$ cat src/rtl/core/stps_pkg.sv
// ----------------------------------------------------------------------------
// Segment tree prefix sum package
// Shared sizes, item codes and the memory request type of the tree block.
// ----------------------------------------------------------------------------
package stps_pkg;

   localparam int LEVELS     = 10;
   localparam int LEAF_COUNT = 1 << LEVELS;
   localparam int NODE_COUNT = 1 << (LEVELS + 1);
   localparam int NODE_W     = LEVELS + 1;
   localparam int DATA_W     = 32;
   localparam int LEAF_W     = 10;
   localparam int BOUND_W    = 11;

   localparam logic KIND_ADD   = 1'b0;
   localparam logic KIND_QUERY = 1'b1;

   typedef struct packed {
      logic              rd_en;
      logic              wr_en;
      logic [NODE_W-1:0] addr;
      logic [DATA_W-1:0] wdata;
   } mem_req_type;

endpackage

$ cat src/rtl/core/stps_if.sv
// ----------------------------------------------------------------------------
// Segment tree prefix sum channels
// Valid/ready channels for request beats and response beats.
// ----------------------------------------------------------------------------
interface stps_req_if import stps_pkg::*; ();
   logic                      valid;
   logic                      ready;
   logic                      kind;
   logic [LEAF_W-1:0]         leaf_index;
   logic signed [DATA_W-1:0]  add_value;
   logic [BOUND_W-1:0]        query_bound;

   modport source (output valid, kind, leaf_index, add_value, query_bound, input ready);
   modport sink (input valid, kind, leaf_index, add_value, query_bound, output ready);
endinterface

interface stps_rsp_if import stps_pkg::*; ();
   logic                      valid;
   logic                      ready;
   logic signed [DATA_W-1:0]  prefix_sum;

   modport source (output valid, prefix_sum, input ready);
   modport sink (input valid, prefix_sum, output ready);
endinterface

$ cat src/rtl/core/stps_walk_seq.sv
// ----------------------------------------------------------------------------
// Segment tree walk sequencer
// Steps through the tree one node at a time for add and query beats, with
// one shared adder for node updates and prefix accumulation.
// ----------------------------------------------------------------------------
module stps_walk_seq import stps_pkg::*; (
   input  logic              clock,
   input  logic              reset,
   stps_req_if.sink          req_bus,
   stps_rsp_if.source        rsp_bus,
   output mem_req_type       mem_req,
   input  logic [DATA_W-1:0] rd_data,
   input  logic              mem_busy
);

   typedef enum logic [5:0] {
      ST_IDLE   = 6'b000001,
      ST_QWALK  = 6'b000010,
      ST_QACC   = 6'b000100,
      ST_AREAD  = 6'b001000,
      ST_AWRITE = 6'b010000,
      ST_DONE   = 6'b100000
   } state_type;

   localparam logic [NODE_W-1:0] ROOT_SIZE = NODE_W'(LEAF_COUNT);
   localparam logic [NODE_W-1:0] NODE_ONE  = NODE_W'(1);

   state_type         state_ff, state_in;
   logic [NODE_W-1:0] n_ff, n_in;
   logic [NODE_W-1:0] end_ff, end_in;
   logic [NODE_W-1:0] size_ff, size_in;
   logic [NODE_W-1:0] bound_ff, bound_in;
   logic [DATA_W-1:0] sum_ff, sum_in;
   logic [DATA_W-1:0] val_ff, val_in;
   logic              rsp_valid_ff, rsp_valid_in;
   logic [DATA_W-1:0] rsp_data_ff, rsp_data_in;

   logic [NODE_W-1:0] sat_bound;
   logic [NODE_W-1:0] parent_end;
   logic              climb;
   logic [DATA_W-1:0] adder_b;
   logic [DATA_W-1:0] adder_sum;
   logic              req_fire;

   assign req_bus.ready = (state_ff == ST_IDLE) && !mem_busy;
   assign req_fire      = req_bus.valid && req_bus.ready;

   assign sat_bound = (32'(req_bus.query_bound) > 32'(LEAF_COUNT)) ? ROOT_SIZE
                                                                   : NODE_W'(req_bus.query_bound);

   assign parent_end = n_ff[0] ? end_ff : end_ff + size_ff;
   assign climb      = (size_ff != ROOT_SIZE) && (parent_end <= bound_ff);

   assign adder_b   = (state_ff == ST_AWRITE) ? val_ff : sum_ff;
   assign adder_sum = rd_data + adder_b;

   always_comb begin
      state_in     = state_ff;
      n_in         = n_ff;
      end_in       = end_ff;
      size_in      = size_ff;
      bound_in     = bound_ff;
      sum_in       = sum_ff;
      val_in       = val_ff;
      rsp_valid_in = rsp_valid_ff;
      rsp_data_in  = rsp_data_ff;
      mem_req      = '0;
      mem_req.addr = n_ff;

      if (rsp_valid_ff && rsp_bus.ready) begin
         rsp_valid_in = 1'b0;
      end

      case (state_ff)
         ST_IDLE: begin
            if (req_fire) begin
               if (req_bus.kind == KIND_QUERY) begin
                  sum_in   = '0;
                  bound_in = sat_bound;
                  n_in     = ROOT_SIZE + sat_bound - NODE_ONE;
                  end_in   = sat_bound;
                  size_in  = NODE_ONE;
                  state_in = (sat_bound == '0) ? ST_DONE : ST_QWALK;
               end else begin
                  n_in     = ROOT_SIZE | NODE_W'(LEVELS'(req_bus.leaf_index));
                  val_in   = req_bus.add_value;
                  state_in = ST_AREAD;
               end
            end
         end
         ST_QWALK: begin
            if (climb) begin
               n_in    = n_ff >> 1;
               end_in  = parent_end;
               size_in = size_ff << 1;
            end else begin
               mem_req.rd_en = 1'b1;
               state_in      = ST_QACC;
            end
         end
         ST_QACC: begin
            sum_in = adder_sum;
            if (end_ff == size_ff) begin
               state_in = ST_DONE;
            end else begin
               n_in     = n_ff - NODE_ONE;
               end_in   = end_ff - size_ff;
               state_in = ST_QWALK;
            end
         end
         ST_AREAD: begin
            mem_req.rd_en = 1'b1;
            state_in      = ST_AWRITE;
         end
         ST_AWRITE: begin
            mem_req.wr_en = 1'b1;
            mem_req.wdata = adder_sum;
            n_in          = n_ff >> 1;
            state_in      = (n_ff == NODE_ONE) ? ST_IDLE : ST_AREAD;
         end
         ST_DONE: begin
            if (!rsp_valid_ff || rsp_bus.ready) begin
               rsp_valid_in = 1'b1;
               rsp_data_in  = sum_ff;
               state_in     = ST_IDLE;
            end
         end
         default: begin
            state_in = ST_IDLE;
         end
      endcase
   end

   always_ff @(posedge clock) begin
      if (reset) begin
         state_ff     <= ST_IDLE;
         rsp_valid_ff <= 1'b0;
      end else begin
         state_ff     <= state_in;
         rsp_valid_ff <= rsp_valid_in;
      end
   end

   always_ff @(posedge clock) begin
      n_ff        <= n_in;
      end_ff      <= end_in;
      size_ff     <= size_in;
      bound_ff    <= bound_in;
      sum_ff      <= sum_in;
      val_ff      <= val_in;
      rsp_data_ff <= rsp_data_in;
   end

   assign rsp_bus.valid      = rsp_valid_ff;
   assign rsp_bus.prefix_sum = rsp_data_ff;

`ifndef SYNTHESIS
   a_add_starts_walk: assert property (@(posedge clock) disable iff (reset)
      (req_fire && req_bus.kind == KIND_ADD) |=> (state_ff == ST_AREAD))
      else $error("Add beat did not start the leaf-to-root update.");

   a_walk_in_bound: assert property (@(posedge clock) disable iff (reset)
      (state_ff == ST_QWALK) |-> ((end_ff != '0) && (end_ff <= bound_ff) && $onehot(size_ff)))
      else $error("Query walk left the covered prefix.");

   a_no_write_while_clearing: assert property (@(posedge clock) disable iff (reset)
      mem_busy |-> (!mem_req.wr_en && !req_bus.ready))
      else $error("Tree access during the clearing pass.");

   a_done_after_root: assert property (@(posedge clock) disable iff (reset)
      (state_ff == ST_AWRITE && n_ff == NODE_ONE) |=> (state_ff == ST_IDLE))
      else $error("Add walk did not stop after the root.");
`endif

endmodule

$ cat src/flat_wrapper.sv
// flat-port wrapper written by rule: the top's interface ports become plain ports
module stps_walk_seq_flat import stps_pkg::*;
  (clock, reset, mem_req, rd_data, mem_busy, req_bus_valid, req_bus_kind, req_bus_leaf_index, req_bus_add_value, req_bus_query_bound, req_bus_ready, rsp_bus_valid, rsp_bus_prefix_sum, rsp_bus_ready);
  stps_req_if req_bus_i ();
  stps_rsp_if rsp_bus_i ();
  input  logic clock;
  input  logic reset;
  output mem_req_type mem_req;
  input  logic [DATA_W-1:0] rd_data;
  input  logic mem_busy;
  input wire logic [$bits(req_bus_i.valid)-1:0] req_bus_valid;
  input wire logic [$bits(req_bus_i.kind)-1:0] req_bus_kind;
  input wire logic [$bits(req_bus_i.leaf_index)-1:0] req_bus_leaf_index;
  input wire logic [$bits(req_bus_i.add_value)-1:0] req_bus_add_value;
  input wire logic [$bits(req_bus_i.query_bound)-1:0] req_bus_query_bound;
  output wire logic [$bits(req_bus_i.ready)-1:0] req_bus_ready;
  output wire logic [$bits(rsp_bus_i.valid)-1:0] rsp_bus_valid;
  output wire logic [$bits(rsp_bus_i.prefix_sum)-1:0] rsp_bus_prefix_sum;
  input wire logic [$bits(rsp_bus_i.ready)-1:0] rsp_bus_ready;
  assign req_bus_i.valid = req_bus_valid;
  assign req_bus_i.kind = req_bus_kind;
  assign req_bus_i.leaf_index = req_bus_leaf_index;
  assign req_bus_i.add_value = req_bus_add_value;
  assign req_bus_i.query_bound = req_bus_query_bound;
  assign req_bus_ready = req_bus_i.ready;
  assign rsp_bus_valid = rsp_bus_i.valid;
  assign rsp_bus_prefix_sum = rsp_bus_i.prefix_sum;
  assign rsp_bus_i.ready = rsp_bus_ready;
  stps_walk_seq u_core (.clock(clock), .reset(reset), .req_bus(req_bus_i), .rsp_bus(rsp_bus_i), .mem_req(mem_req), .rd_data(rd_data), .mem_busy(mem_busy));
endmodule
$ cat config.mk
export PLATFORM = sky130hd
export DESIGN_NAME = stps_walk_seq_flat
export DESIGN_NICKNAME = d
export VERILOG_FILES = /design/src/rtl/core/stps_pkg.sv /design/src/rtl/core/stps_if.sv /design/src/rtl/core/stps_walk_seq.sv /design/src/flat_wrapper.sv
export SDC_FILE = /design/constraint.sdc
export NUM_CORES = 1
export LEC_CHECK = 0
export ABC_CLOCK_PERIOD_IN_PS = 15700
export BUFFER_PORTS_ARGS = -buffer_cell sky130_fd_sc_hd__buf_2
export CAP_MARGIN = 20
export CORE_UTILIZATION = 40
export CTS_BUF_LIST = sky130_fd_sc_hd__clkbuf_4 sky130_fd_sc_hd__clkbuf_8
export DETAILED_ROUTE_END_ITERATION = 6
export GPL_TIMING_DRIVEN = 1
export PLACE_DENSITY_LB_ADDON = 0.3
export SLEW_MARGIN = 20
export SYNTH_ARGS = -nofsm -noshare
export SYNTH_HDL_FRONTEND = slang
export SYNTH_SLANG_ARGS = --single-unit
$ cat constraint.sdc
create_clock -name clock -period 15.7 [get_ports clock]
set_clock_uncertainty 0.1 [all_clocks]
set_input_delay 3.14 -clock clock [delete_from_list [all_inputs] [get_ports clock]]
set_output_delay 3.14 -clock clock [all_outputs]
set_load 0.05 [all_outputs]
==> parameters.txt, run 1 <==
Parameter                              Value

Worst setup path
  Setup slack of the most critical reg-to-reg path    between 10000 and 15000 ps
  CP Max Fanout    4
  Nature of the critical path startpoint    input port
  Worst EP required    12460 ps
  Critical path capture point type    output pin
  Reg2reg end    u_core.n_ff[7]
  Worst Path Arrival    approximately 6400 ps
  R2R Path Start    u_core.size_ff[0]
  Register-to-Register Path Depth    18
  Launch point of the worst path    rd_data[0]
  Kind of critical path    input port to output pin

Yosys
  Dominant cell type by area after synthesis    sky130_fd_sc_hd__edfxtp_1
  Most numerous cell in the Yosys netlist    sky130_fd_sc_hd__nand2_1
  Flip-flop and latch count after synthesis    147
  Async set-reset flop share out of synthesis    0%
  Top area cells in the synthesized netlist    sky130_fd_sc_hd__edfxtp_1, sky130_fd_sc_hd__ha_1, sky130_fd_sc_hd__nand2_1, sky130_fd_sc_hd__nor2_1, sky130_fd_sc_hd__xnor2_1
  Count of unique library cells instantiated by Yosys    just under 70
  Number of nets produced by synthesis    1118
  Sequential fraction of the synthesis area    between 40% and 50%
  Number of flops mapped to enable cells by yosys    between 100 and 150
  Cell types with the highest counts after synthesis    sky130_fd_sc_hd__nand2_1, sky130_fd_sc_hd__edfxtp_1, sky130_fd_sc_hd__nor2_1, sky130_fd_sc_hd__ha_1, sky130_fd_sc_hd__o21ai_0
  Primary flip-flop cell chosen by synthesis mapping    sky130_fd_sc_hd__edfxtp_1
  Top-area cell type share of the netlist area    a little under half
  Number of warnings reported in the yosys synthesis log    0
  Cell area after synthesis    about 9300 um2
  Per-instance average area after synthesis    9.71 um2
  Number of instances in the synthesized netlist    around 960

Global route
  Global-route wire length before repair    approximately 37000 um
  Pin count of the biggest net entering global routing    63
  GRT Overall Usage    about a fifth
  Number of global-route vias before repair    roughly 7200
  Number of antenna violations at the first check in global routing    1
  Total grt overflow    0

Route
  Pre-antenna DRT Iters    4
  Total length of routed wires    about 24000 um
  WL met2    approximately 11000 um
  Highest routed layer    met4
  Routed metal-1 wire length    between 10000 and 15000 um
  Post-detailed-route count of antenna-violating nets    0
  DRC violations left    0
  Vias per Instance    between 5 and 6
  Met3 Routed Length    about 1400 um
  Detailed-route wire length per cell    approximately 17 um
  1st-iter DRT viols    between 400 and 500
  Number of vias after detailed routing    roughly 7600

Clock network
  Clock root cell    sky130_fd_sc_hd__clkbuf_8
  Register clock-pin slew on the reported worst setup and hold paths    approximately 80 ps
  H-Tree Level Count    4
  Cts bufs inserted    17
  Clock latency at the later pin of the worst-skew pair    around 480 ps
  Post-CTS setup buffer count    0
  Cts-stage hold buffer count    0
  Total of cells resized after clock tree synthesis    0
  Clock net sink count    about 150
  Maximum number of buffers from clock root to sink    2
  Clock tree from TritonCTS    yes

Placed design
  Number of port buffers    169
  DP HPWL    17300 um
  Final GP Congestion    about 0.87
  Instance count after placement with tap cells included    1381

Min path
  HP Class    register to register
  Depth of the worst hold-timing path    0
  Startpoint of the most critical hold path    u_core.sum_ff[28]
  Destination of the worst hold path    u_core.rsp_bus.prefix_sum[28]

Pwr
  Leakage power of the design    approximately 4.6 nW
  Overall Power    between 0.8 and 0.9 mW
  Maximum VDD drop    ~0.000037 V
  PwrDens    roughly 80 nW/um2

Layout
  Final core area utilization    between 40 and 50%
  Signed area change from the synthesized netlist to the final layout    16.0%
  Post-route insts no fill    ~1400
  Share of final-layout standard cells stronger than drive strength 1    roughly a fifth
  Layout Nets    approximately 1300

Timing
  Remaining max-slew budget at the tightest pin    between 20% and 30%
  Endpoints failing hold    0
  Final critical-path share of the clock period    61.5%
  Highest achievable clock rate    around 100 MHz
  Final slew viol count    0
  Slew at the pin closest to its max-slew limit    roughly 1100 ps
  Min cycle time layout    approximately 9600 ps
  RSZ-0062 raised after global routing    false
  Setup violators final    0
  Total negative setup slack    0 ps

Die
  Total core area    22700 um2
  Overall die width    155 um
  Die Outline Area    23900 um2
  Initial Util    ~41%
  Height of the die    between 150 and 200 um
  FP Rows    55
  Io pins    between 150 and 200

Status
  Result of the run    finished, final reports clean

Run
  Max-cap violations    0
==> report_power, final <==
group	switching (mW)	internal, mW
sequential	0.00693	0.438
clock	0.172	0.113
combinational	0.0813	0.0569
total	0.260	0.608
==> worst max path at each step <==
stage,to,depth (start not counted)
floorplan,mem_req[28],11
global placement,mem_req[30],13
detailed placement,mem_req[30],13
CTS,mem_req[30],13
global route,mem_req[30],13
finish,mem_req[30],13
==> cells by family after synthesis <==
| kind of cell | share of synthesized area (%) |
|---|---|
| flip-flops | 46.6 |
| AND/OR/NAND/NOR | 19.0 |
| buffers and inverters | 3.60 |
| multiplexers | 1.10 |
| AO/OA/AOI/OAI | 14.4 |
| adder cells (fa/ha/maj) | 9.37 |
| XOR/XNOR | 5.94 |
==> final cells by class <==
type | count | area (um2)
Clock buffer | 17 | 234
Multi-Input combinational cell | 726 | 4660
Antenna cell | 1 | 2.50
Clock inverter | 15 | 120
Inverter | 49 | 184
Fill cell | 2181 | 11900
Timing Repair Buffer | 175 | 911
Sequential cell | 147 | 4340
Tap cell | 285 | 357
==> flip-flops by register name, summed over array words and instances (netlist names) <==
signal,count
u_core.end_ff,11
u_core.rsp_bus.prefix_sum,32
u_core.size_ff,11
u_core.sum_ff,32
u_core.n_ff,11
u_core.rsp_bus.valid,1
u_core.state_ff,6
u_core.bound_ff,11
u_core.val_ff,32
==> metal layers <==
| metal | vias to the layer above | global-route usage, % |
|---|---|---|
| li1 | 3759 | - |
| met1 | 3549 | 27.2 |
| met2 | 231 | 32.8 |
| met3 | 24 | 4.60 |
| met4 | 0 | 5.80 |
| met5 | - | 0 |
==> worst max-delay path, cell delays in order <==
cell	delay (ps)
sky130_fd_sc_hd__buf_2	80
sky130_fd_sc_hd__ha_1	190
sky130_fd_sc_hd__inv_1	70
sky130_fd_sc_hd__fa_1	410
sky130_fd_sc_hd__nor2b_1	170
sky130_fd_sc_hd__o2111ai_1	150
sky130_fd_sc_hd__a311oi_1	650
sky130_fd_sc_hd__o21ai_1	290
sky130_fd_sc_hd__a211oi_1	480
sky130_fd_sc_hd__o31a_1	280
sky130_fd_sc_hd__nand4b_1	110
sky130_fd_sc_hd__nand3_1	130
sky130_fd_sc_hd__buf_2	270
==> cell usage in the layout, fill, tap and decap left out, types with 5 or more instances in the layout <==
master                     netlist  layout
sky130_fd_sc_hd__a22oi_1         8       8
sky130_fd_sc_hd__nor2_1        105     104
sky130_fd_sc_hd__xor2_1         20      20
sky130_fd_sc_hd__o211ai_1        5       5
sky130_fd_sc_hd__nand2b_1       12      12
sky130_fd_sc_hd__inv_1          47      47
sky130_fd_sc_hd__nand4_1         8       8
sky130_fd_sc_hd__buf_4           0       5
sky130_fd_sc_hd__mux2i_1         8       8
sky130_fd_sc_hd__edfxtp_1      140     140
sky130_fd_sc_hd__nor3b_1         9       9
sky130_fd_sc_hd__nand2_1       154     154
sky130_fd_sc_hd__o21ai_0        48      48
sky130_fd_sc_hd__nand3b_1        5       5
sky130_fd_sc_hd__o21bai_1       11      11
sky130_fd_sc_hd__o21a_1          9       9
sky130_fd_sc_hd__a21oi_1        42      41
sky130_fd_sc_hd__clkbuf_8        0      17
sky130_fd_sc_hd__nand3_1        17      17
sky130_fd_sc_hd__xnor2_1        38      38
sky130_fd_sc_hd__o221ai_1        5       5
sky130_fd_sc_hd__a21o_1         18      18
sky130_fd_sc_hd__and2_1          9       9
sky130_fd_sc_hd__nor4_1          8       8
sky130_fd_sc_hd__a31oi_1         7       7
sky130_fd_sc_hd__or2_2           6       6
sky130_fd_sc_hd__ha_1           65      65
sky130_fd_sc_hd__nor3_1         17      17
sky130_fd_sc_hd__a221o_1         7       7
sky130_fd_sc_hd__dfxtp_1         7       7
sky130_fd_sc_hd__inv_6           0       6
sky130_fd_sc_hd__buf_2           3     169
sky130_fd_sc_hd__nor2b_1        19      17
sky130_fd_sc_hd__o31ai_1         7       7
==> stage by stage <==
stage / instance area [um2] / hold slack [ps] / setup slack, ps
2_1_floorplan: 9320 / 326 / 6590
3_3_place_gp: 10400 / 329 / 6220
3_5_place_dp: 10400 / 333 / 6150
4_1_cts: 10800 / 352 / 6130
5_1_grt: 10800 / 359 / 5820
6_report: 10800 / 352 / 6050
No activity file was read; power rests on OpenSTA's default activity.
==> run 2, diff against run 1 <==
ABC_CLOCK_PERIOD_IN_PS = 9100   (was 15700)
clock period = 9.1 ns   (was 15.7 ns; I/O delays follow)
==> parameters.txt, run 2 (synthesis gave the netlist of run 1 again) <==
Parameter                              Value

Status
  Result of the run    finished, final reports clean

Route
  Post-detailed-route count of antenna-violating nets    0 (unchanged)
  1st-iter DRT viols    539 (+8.9%)
  Pre-antenna DRT Iters    5 (+1)
  DRC violations left    0 (unchanged)
  Total length of routed wires    23900 um (-0.95%)
  Number of vias after detailed routing    7569 (+0.079%)
  Detailed-route wire length per cell    16.9 um (-0.88%)
  Vias per Instance    5.35 (+0.15%)

Clock network
  Clock latency at the later pin of the worst-skew pair    460 ps (-20 ps)
  Register clock-pin slew on the reported worst setup and hold paths    100 ps (+20 ps)
  Maximum number of buffers from clock root to sink    2 (unchanged)
  Clock tree from TritonCTS    yes
  Clock net sink count    147 (unchanged)
  Post-CTS setup buffer count    0 (unchanged)
  Total of cells resized after clock tree synthesis    0 (unchanged)
  Cts bufs inserted    17 (unchanged)
  H-Tree Level Count    4 (unchanged)
  Clock root cell    sky130_fd_sc_hd__clkbuf_8
  Cts-stage hold buffer count    0 (unchanged)

Placed design
  Worst setup slack after placement    2330 ps (-3820 ps)
  DP HPWL    17700 um (+2.0%)
  Instance count after placement with tap cells included    1380 (-0.072%)
  Number of port buffers    169 (unchanged)
  Final GP Congestion    0.858 (-1.0%)

Worst setup path
  CP Max Fanout    63 (+59)
  Setup slack of the most critical reg-to-reg path    3930 ps (-6540 ps)
  Critical path capture point type    output pin
  Worst Path Arrival    5370 ps (-1040 ps)
  Nature of the critical path startpoint    register
  Max incr delay on CP    550 ps (-100 ps)
  Worst EP required    7180 ps (-5280 ps)
  Kind of critical path    register to output pin
  List of cells traversed by the critical path    or4_1 > or2_2 > buf_4 > inv_1 > buf_4 > nand2_1 > nand2_1 > ha_1 > nand3_1 > nor3_1 > and3_1 > o21ai_1 > a211oi_1 > o31a_1 > nand4b_1 > nand3_1 > buf_2
  Library cell contributing the largest single delay on the critical path    sky130_fd_sc_hd__or4_1

Timing
  Final slew viol count    0 (unchanged)
  Setup violators final    0 (unchanged)
  Remaining max-slew budget at the tightest pin    28.5% (+1.3 points)
  Final critical-path share of the clock period    80.1%
  Min cycle time layout    between 7000 and 8000 ps
  Total negative setup slack    0 ps (unchanged)
  Highest achievable clock rate    137 MHz
  Slew at the pin closest to its max-slew limit    1070 ps (-16.6 ps)
  Endpoints failing hold    0 (unchanged)
  RSZ-0062 raised after global routing    false
  Crit path setup slack, layout    1810 ps (-4240 ps)

Die
  Io pins    170 (unchanged)
  Die Outline Area    23900 um2 (unchanged)
  Total core area    22700 um2 (unchanged)
  Overall die width    155 um (unchanged)
  Height of the die    155 um (unchanged)
  Initial Util    41.0% (unchanged)
  FP Rows    55 (unchanged)

Layout
  Seq. cell area    4340 um2 (unchanged)
  Share of final-layout standard cells stronger than drive strength 1    19.8% (-0.16 points)
  Area of combinational cells with multiple inputs    4660 um2 (about the same)
  Signed area change from the synthesized netlist to the final layout    16.5%
  Most used cells in the layout excluding fill and tap cells    sky130_fd_sc_hd__buf_2, sky130_fd_sc_hd__nand2_1, sky130_fd_sc_hd__edfxtp_1
  Layout Nets    1274 (-0.078%)
  Post-route insts no fill    1414 (-0.071%)
  Most common cell after layout, fill and taps aside    sky130_fd_sc_hd__buf_2
  Fillers    2189 (+0.37%)

Pwr
  PwrDens    142 nW/um2 (+77%)
  Leakage power of the design    4.63 nW (+0.53%)
  Maximum VDD drop    0.0000732 V (+96%)

Global route
  Pin count of the biggest net entering global routing    64 (+1.6%)
  Total grt overflow    0 (unchanged)
  GRT Overall Usage    20.2% (-0.065 points)
  Number of antenna violations at the first check in global routing    1 (unchanged)
  Global-route wire length before repair    37300 um (-0.26%)
  Number of global-route vias before repair    7243 (+0.26%)

Min path
  HP Class    register to register

Run
  Max-cap violations    0 (unchanged)
==> run 2: per-layer routing <==
layer | up-vias | share of wire, % | track usage, %
li1 | 3753 | - | -
met1 | 3550 | 47 | 27.7
met2 | 249 | 46 | 32.6
met3 | 17 | 5.8 | 3.81
met4 | 0 | 1.1 | 5.70
met5 | - | 0 | 0
==> run 2: power breakdown <==
group          total [mW]  internal [mW]  leakage, nW  switching (mW)
clock               0.537          0.252        0.205           0.285
sequential          0.768          0.756         1.35          0.0122
combinational       0.238         0.0981         3.08           0.140
total                1.54           1.11         4.63           0.437
==> run 2: stage by stage <==
stage	hold WS [ps]	instance area [um2]	total power [mW]	util [%]
detailed placement	337	10400	1.02	45.9
floorplan	326	9320	0.948	-
global route	361	10900	1.61	47.8
CTS	354	10800	1.55	47.6
global placement	330	10400	1.02	45.9
finish	348	10900	1.54	47.8
==> run 2: area by class of cell <==
class,count,area share (%)
sequential,147,40.0
antenna,1,0.0231
clock inverter,15,1.59
multi-input combinational,726,42.9
tap,285,3.29
timing repair buffer,174,8.32
clock buffer,17,2.16
inverter,49,1.69
==> run 2: worst paths after layout <==
path                                    startpoint                            end  cells past startpoint
worst max register to register   u_core.size_ff[0]                 u_core.n_ff[2]                     18
worst min register to register   u_core.sum_ff[20]  u_core.rsp_bus.prefix_sum[20]                      0
worst min-delay path             u_core.sum_ff[20]  u_core.rsp_bus.prefix_sum[20]                      0
worst max-delay path            u_core.state_ff[2]                    mem_req[30]                     17
==> run 2: worst max-delay path, delay by kind of cell (launching register included) <==
| family | cells | cell delay [ps] |
|---|---|---|
| flops | 1 | 360 |
| compound gates | 3 | 970 |
| fa+ha+maj | 1 | 260 |
| simple gates | 9 | 2070 |
| buf+inv | 4 | 1200 |
==> run 3, diff against run 2 <==
ABC_CLOCK_PERIOD_IN_PS = 6250   (was 9100)
clock period = 6.25 ns   (was 9.1 ns; I/O delays follow)
==> parameters.txt, run 3 (synthesis gave the netlist of run 1 again) <==
Parameter                              Value

Status
  Result of the run    finished, final reports clean

Timing
  Hold slack final    348 ps (+0.232 ps)
  Slew at the pin closest to its max-slew limit    1080 ps (+7.52 ps)
  Total negative setup slack    0 ps (unchanged)
  Highest achievable clock rate    166 MHz
  Final critical-path share of the clock period    a little under 100%
  Remaining max-slew budget at the tightest pin    27.7% (-0.77 points)
  Setup violators final    0 (unchanged)
  RSZ-0062 raised after global routing    false
  Endpoints failing hold    0 (unchanged)
  Final slew viol count    0 (unchanged)
  Min cycle time layout    roughly 6000 ps

Route
  Vias per Instance    5.40 (+0.84%)
  1st-iter DRT viols    416 (-23%)
  Post-detailed-route count of antenna-violating nets    0 (unchanged)
  DRC violations left    0 (unchanged)
  Pre-antenna DRT Iters    5 (unchanged)
  Number of vias after detailed routing    7654 (+1.1%)
  Detailed-route wire length per cell    17.2 um (+2.0%)
  Total length of routed wires    24400 um (+2.2%)

Pwr
  Leakage power of the design    4.65 nW (+0.42%)
  Maximum VDD drop    0.000132 V (+81%)
  PwrDens    205 nW/um2 (+44%)

Die
  Die Outline Area    23900 um2 (unchanged)
  Total core area    22700 um2 (unchanged)
  Height of the die    155 um (unchanged)
  Io pins    170 (unchanged)
  Overall die width    155 um (unchanged)
  FP Rows    55 (unchanged)
  Initial Util    41.0% (unchanged)

Layout
  Final standard cell area without fillers    10900 um2 (+0.83%)
  Most used cells in the layout excluding fill and tap cells    sky130_fd_sc_hd__buf_2, sky130_fd_sc_hd__nand2_1, sky130_fd_sc_hd__edfxtp_1
  Share of final-layout standard cells stronger than drive strength 1    20.7% (+0.90 points)
  Signed area change from the synthesized netlist to the final layout    17.5%
  Layout Nets    1278 (+0.31%)
  Most common cell after layout, fill and taps aside    sky130_fd_sc_hd__buf_2
  Final core area utilization    48.2% (+0.40 points)

Worst setup path
  Nature of the critical path startpoint    register
  Worst EP required    4900 ps (-2280 ps)
  Critical path capture point type    output pin
  Worst Path Arrival    4660 ps (-710 ps)
  Setup slack of the most critical reg-to-reg path    1330 ps (-2600 ps)
  Kind of critical path    register to output pin
  Reg2reg end    u_core.n_ff[3]
  R2R Path Start    u_core.size_ff[0]
  Register-to-Register Path Depth    18 (unchanged)
  CP Max Fanout    62 (-1.6%)

Global route
  Number of global-route vias before repair    7396 (+2.1%)
  Global-route wire length before repair    37900 um (+1.6%)
  GRT Overall Usage    20.4% (+0.20 points)
  Number of antenna violations at the first check in global routing    1 (unchanged)
  Pin count of the biggest net entering global routing    63 (-1.6%)
  Total grt overflow    0 (unchanged)

Clock network
  H-Tree Level Count    4 (unchanged)
  Clock net sink count    147 (unchanged)
  Post-CTS setup buffer count    0 (unchanged)
  Clock latency at the later pin of the worst-skew pair    480 ps (+20 ps)
  Clock tree from TritonCTS    yes
  Clock root cell    sky130_fd_sc_hd__clkbuf_8
  Cts bufs inserted    17 (unchanged)
  Register clock-pin slew on the reported worst setup and hold paths    90 ps (about the same)
  Maximum number of buffers from clock root to sink    2 (unchanged)
  Cts-stage hold buffer count    0 (unchanged)

Run
  Max-cap violations    0 (unchanged)

Placed design
  Instance area after placement    10400 um2 (+0.22%)
  Number of port buffers    169 (unchanged)
  DP HPWL    17900 um (+1.5%)
  Final GP Congestion    0.880 (+2.5%)

Min path
  HP Class    register to register
  Destination of the worst hold path    u_core.rsp_bus.prefix_sum[20]
  Depth of the worst hold-timing path    0 (unchanged)
  Startpoint of the most critical hold path    u_core.sum_ff[20]
## run 3: changes by cell type in the layout (fill, tap and decap cells not counted), sizes merged
cell and change:
buf +2, bufinv -1, clkbuf +2, clkinv -4, clkinvlp +2, inv +3
## run 3: final cells by class
cell class,count,area (um2)
sequential,147,4340
clock buffer,17,234
clock inverter,15,163
inverter,49,186
timing repair buffer,178,977
antenna,1,2.50
tap,285,357
fill,2153,11800
multi-input combinational,726,4680
## run 3: how the worst max path moves through the flow
stage	cells after the start	start	slack [ps]	end
finish	15	u_core.state_ff[2]	240	mem_req[27]
global route	15	u_core.state_ff[0]	7	mem_req[29]
CTS	18	u_core.size_ff[0]	30	mem_req[44]
detailed placement	15	u_core.state_ff[2]	390	mem_req[30]
global placement	15	u_core.state_ff[2]	540	mem_req[28]
floorplan	16	u_core.state_ff[0]	260	mem_req[28]
## run 3: what timing repair did
item | CTS | global route
cloned | 0 | 1
endpoints found under the setup margin | 2 | 8
pin swaps | 0 | 2
gates resized for setup | 6 | 14
## run 3: worst max-delay path: stages, from the launching register on
cell	delay, ps
sky130_fd_sc_hd__dfxtp_1	350
sky130_fd_sc_hd__or4_1	550
sky130_fd_sc_hd__or2_2	370
sky130_fd_sc_hd__buf_12	200
sky130_fd_sc_hd__nand2_1	110
sky130_fd_sc_hd__nand2_1	60
sky130_fd_sc_hd__ha_1	360
sky130_fd_sc_hd__nand3_1	220
sky130_fd_sc_hd__nor2_1	90
sky130_fd_sc_hd__or4_1	470
sky130_fd_sc_hd__a31o_2	270
sky130_fd_sc_hd__a311oi_1	340
sky130_fd_sc_hd__o21ai_0	180
sky130_fd_sc_hd__xnor2_1	160
sky130_fd_sc_hd__nor2_1	130
sky130_fd_sc_hd__buf_2	280
## run 3: layer usage
| metal | wire length [um] | track usage (%) | vias up |
|---|---|---|---|
| met1 | 11200 | 27.2 | 3584 |
| li1 | - | - | 3770 |
| met3 | 1490 | 3.92 | 28 |
| met4 | 386 | 6.32 | 0 |
| met2 | 11300 | 33.5 | 272 |
| met5 | 0 | 0 | - |
## run 3: metrics by stage
step	std cells	worst slack, ps	power, mW
2_1_floorplan	959	258	1.38
3_3_place_gp	1383	541	1.48
3_5_place_dp	1383	391	1.49
4_1_cts	1415	31.8	2.26
5_1_grt	1417	6.67	2.33
6_report	1418	242	2.24
## run 3: power breakdown
| group | internal, mW | switching [mW] |
|---|---|---|
| clock network | 0.333 | 0.440 |
| logic | 0.144 | 0.209 |
| registers | 1.10 | 0.0184 |
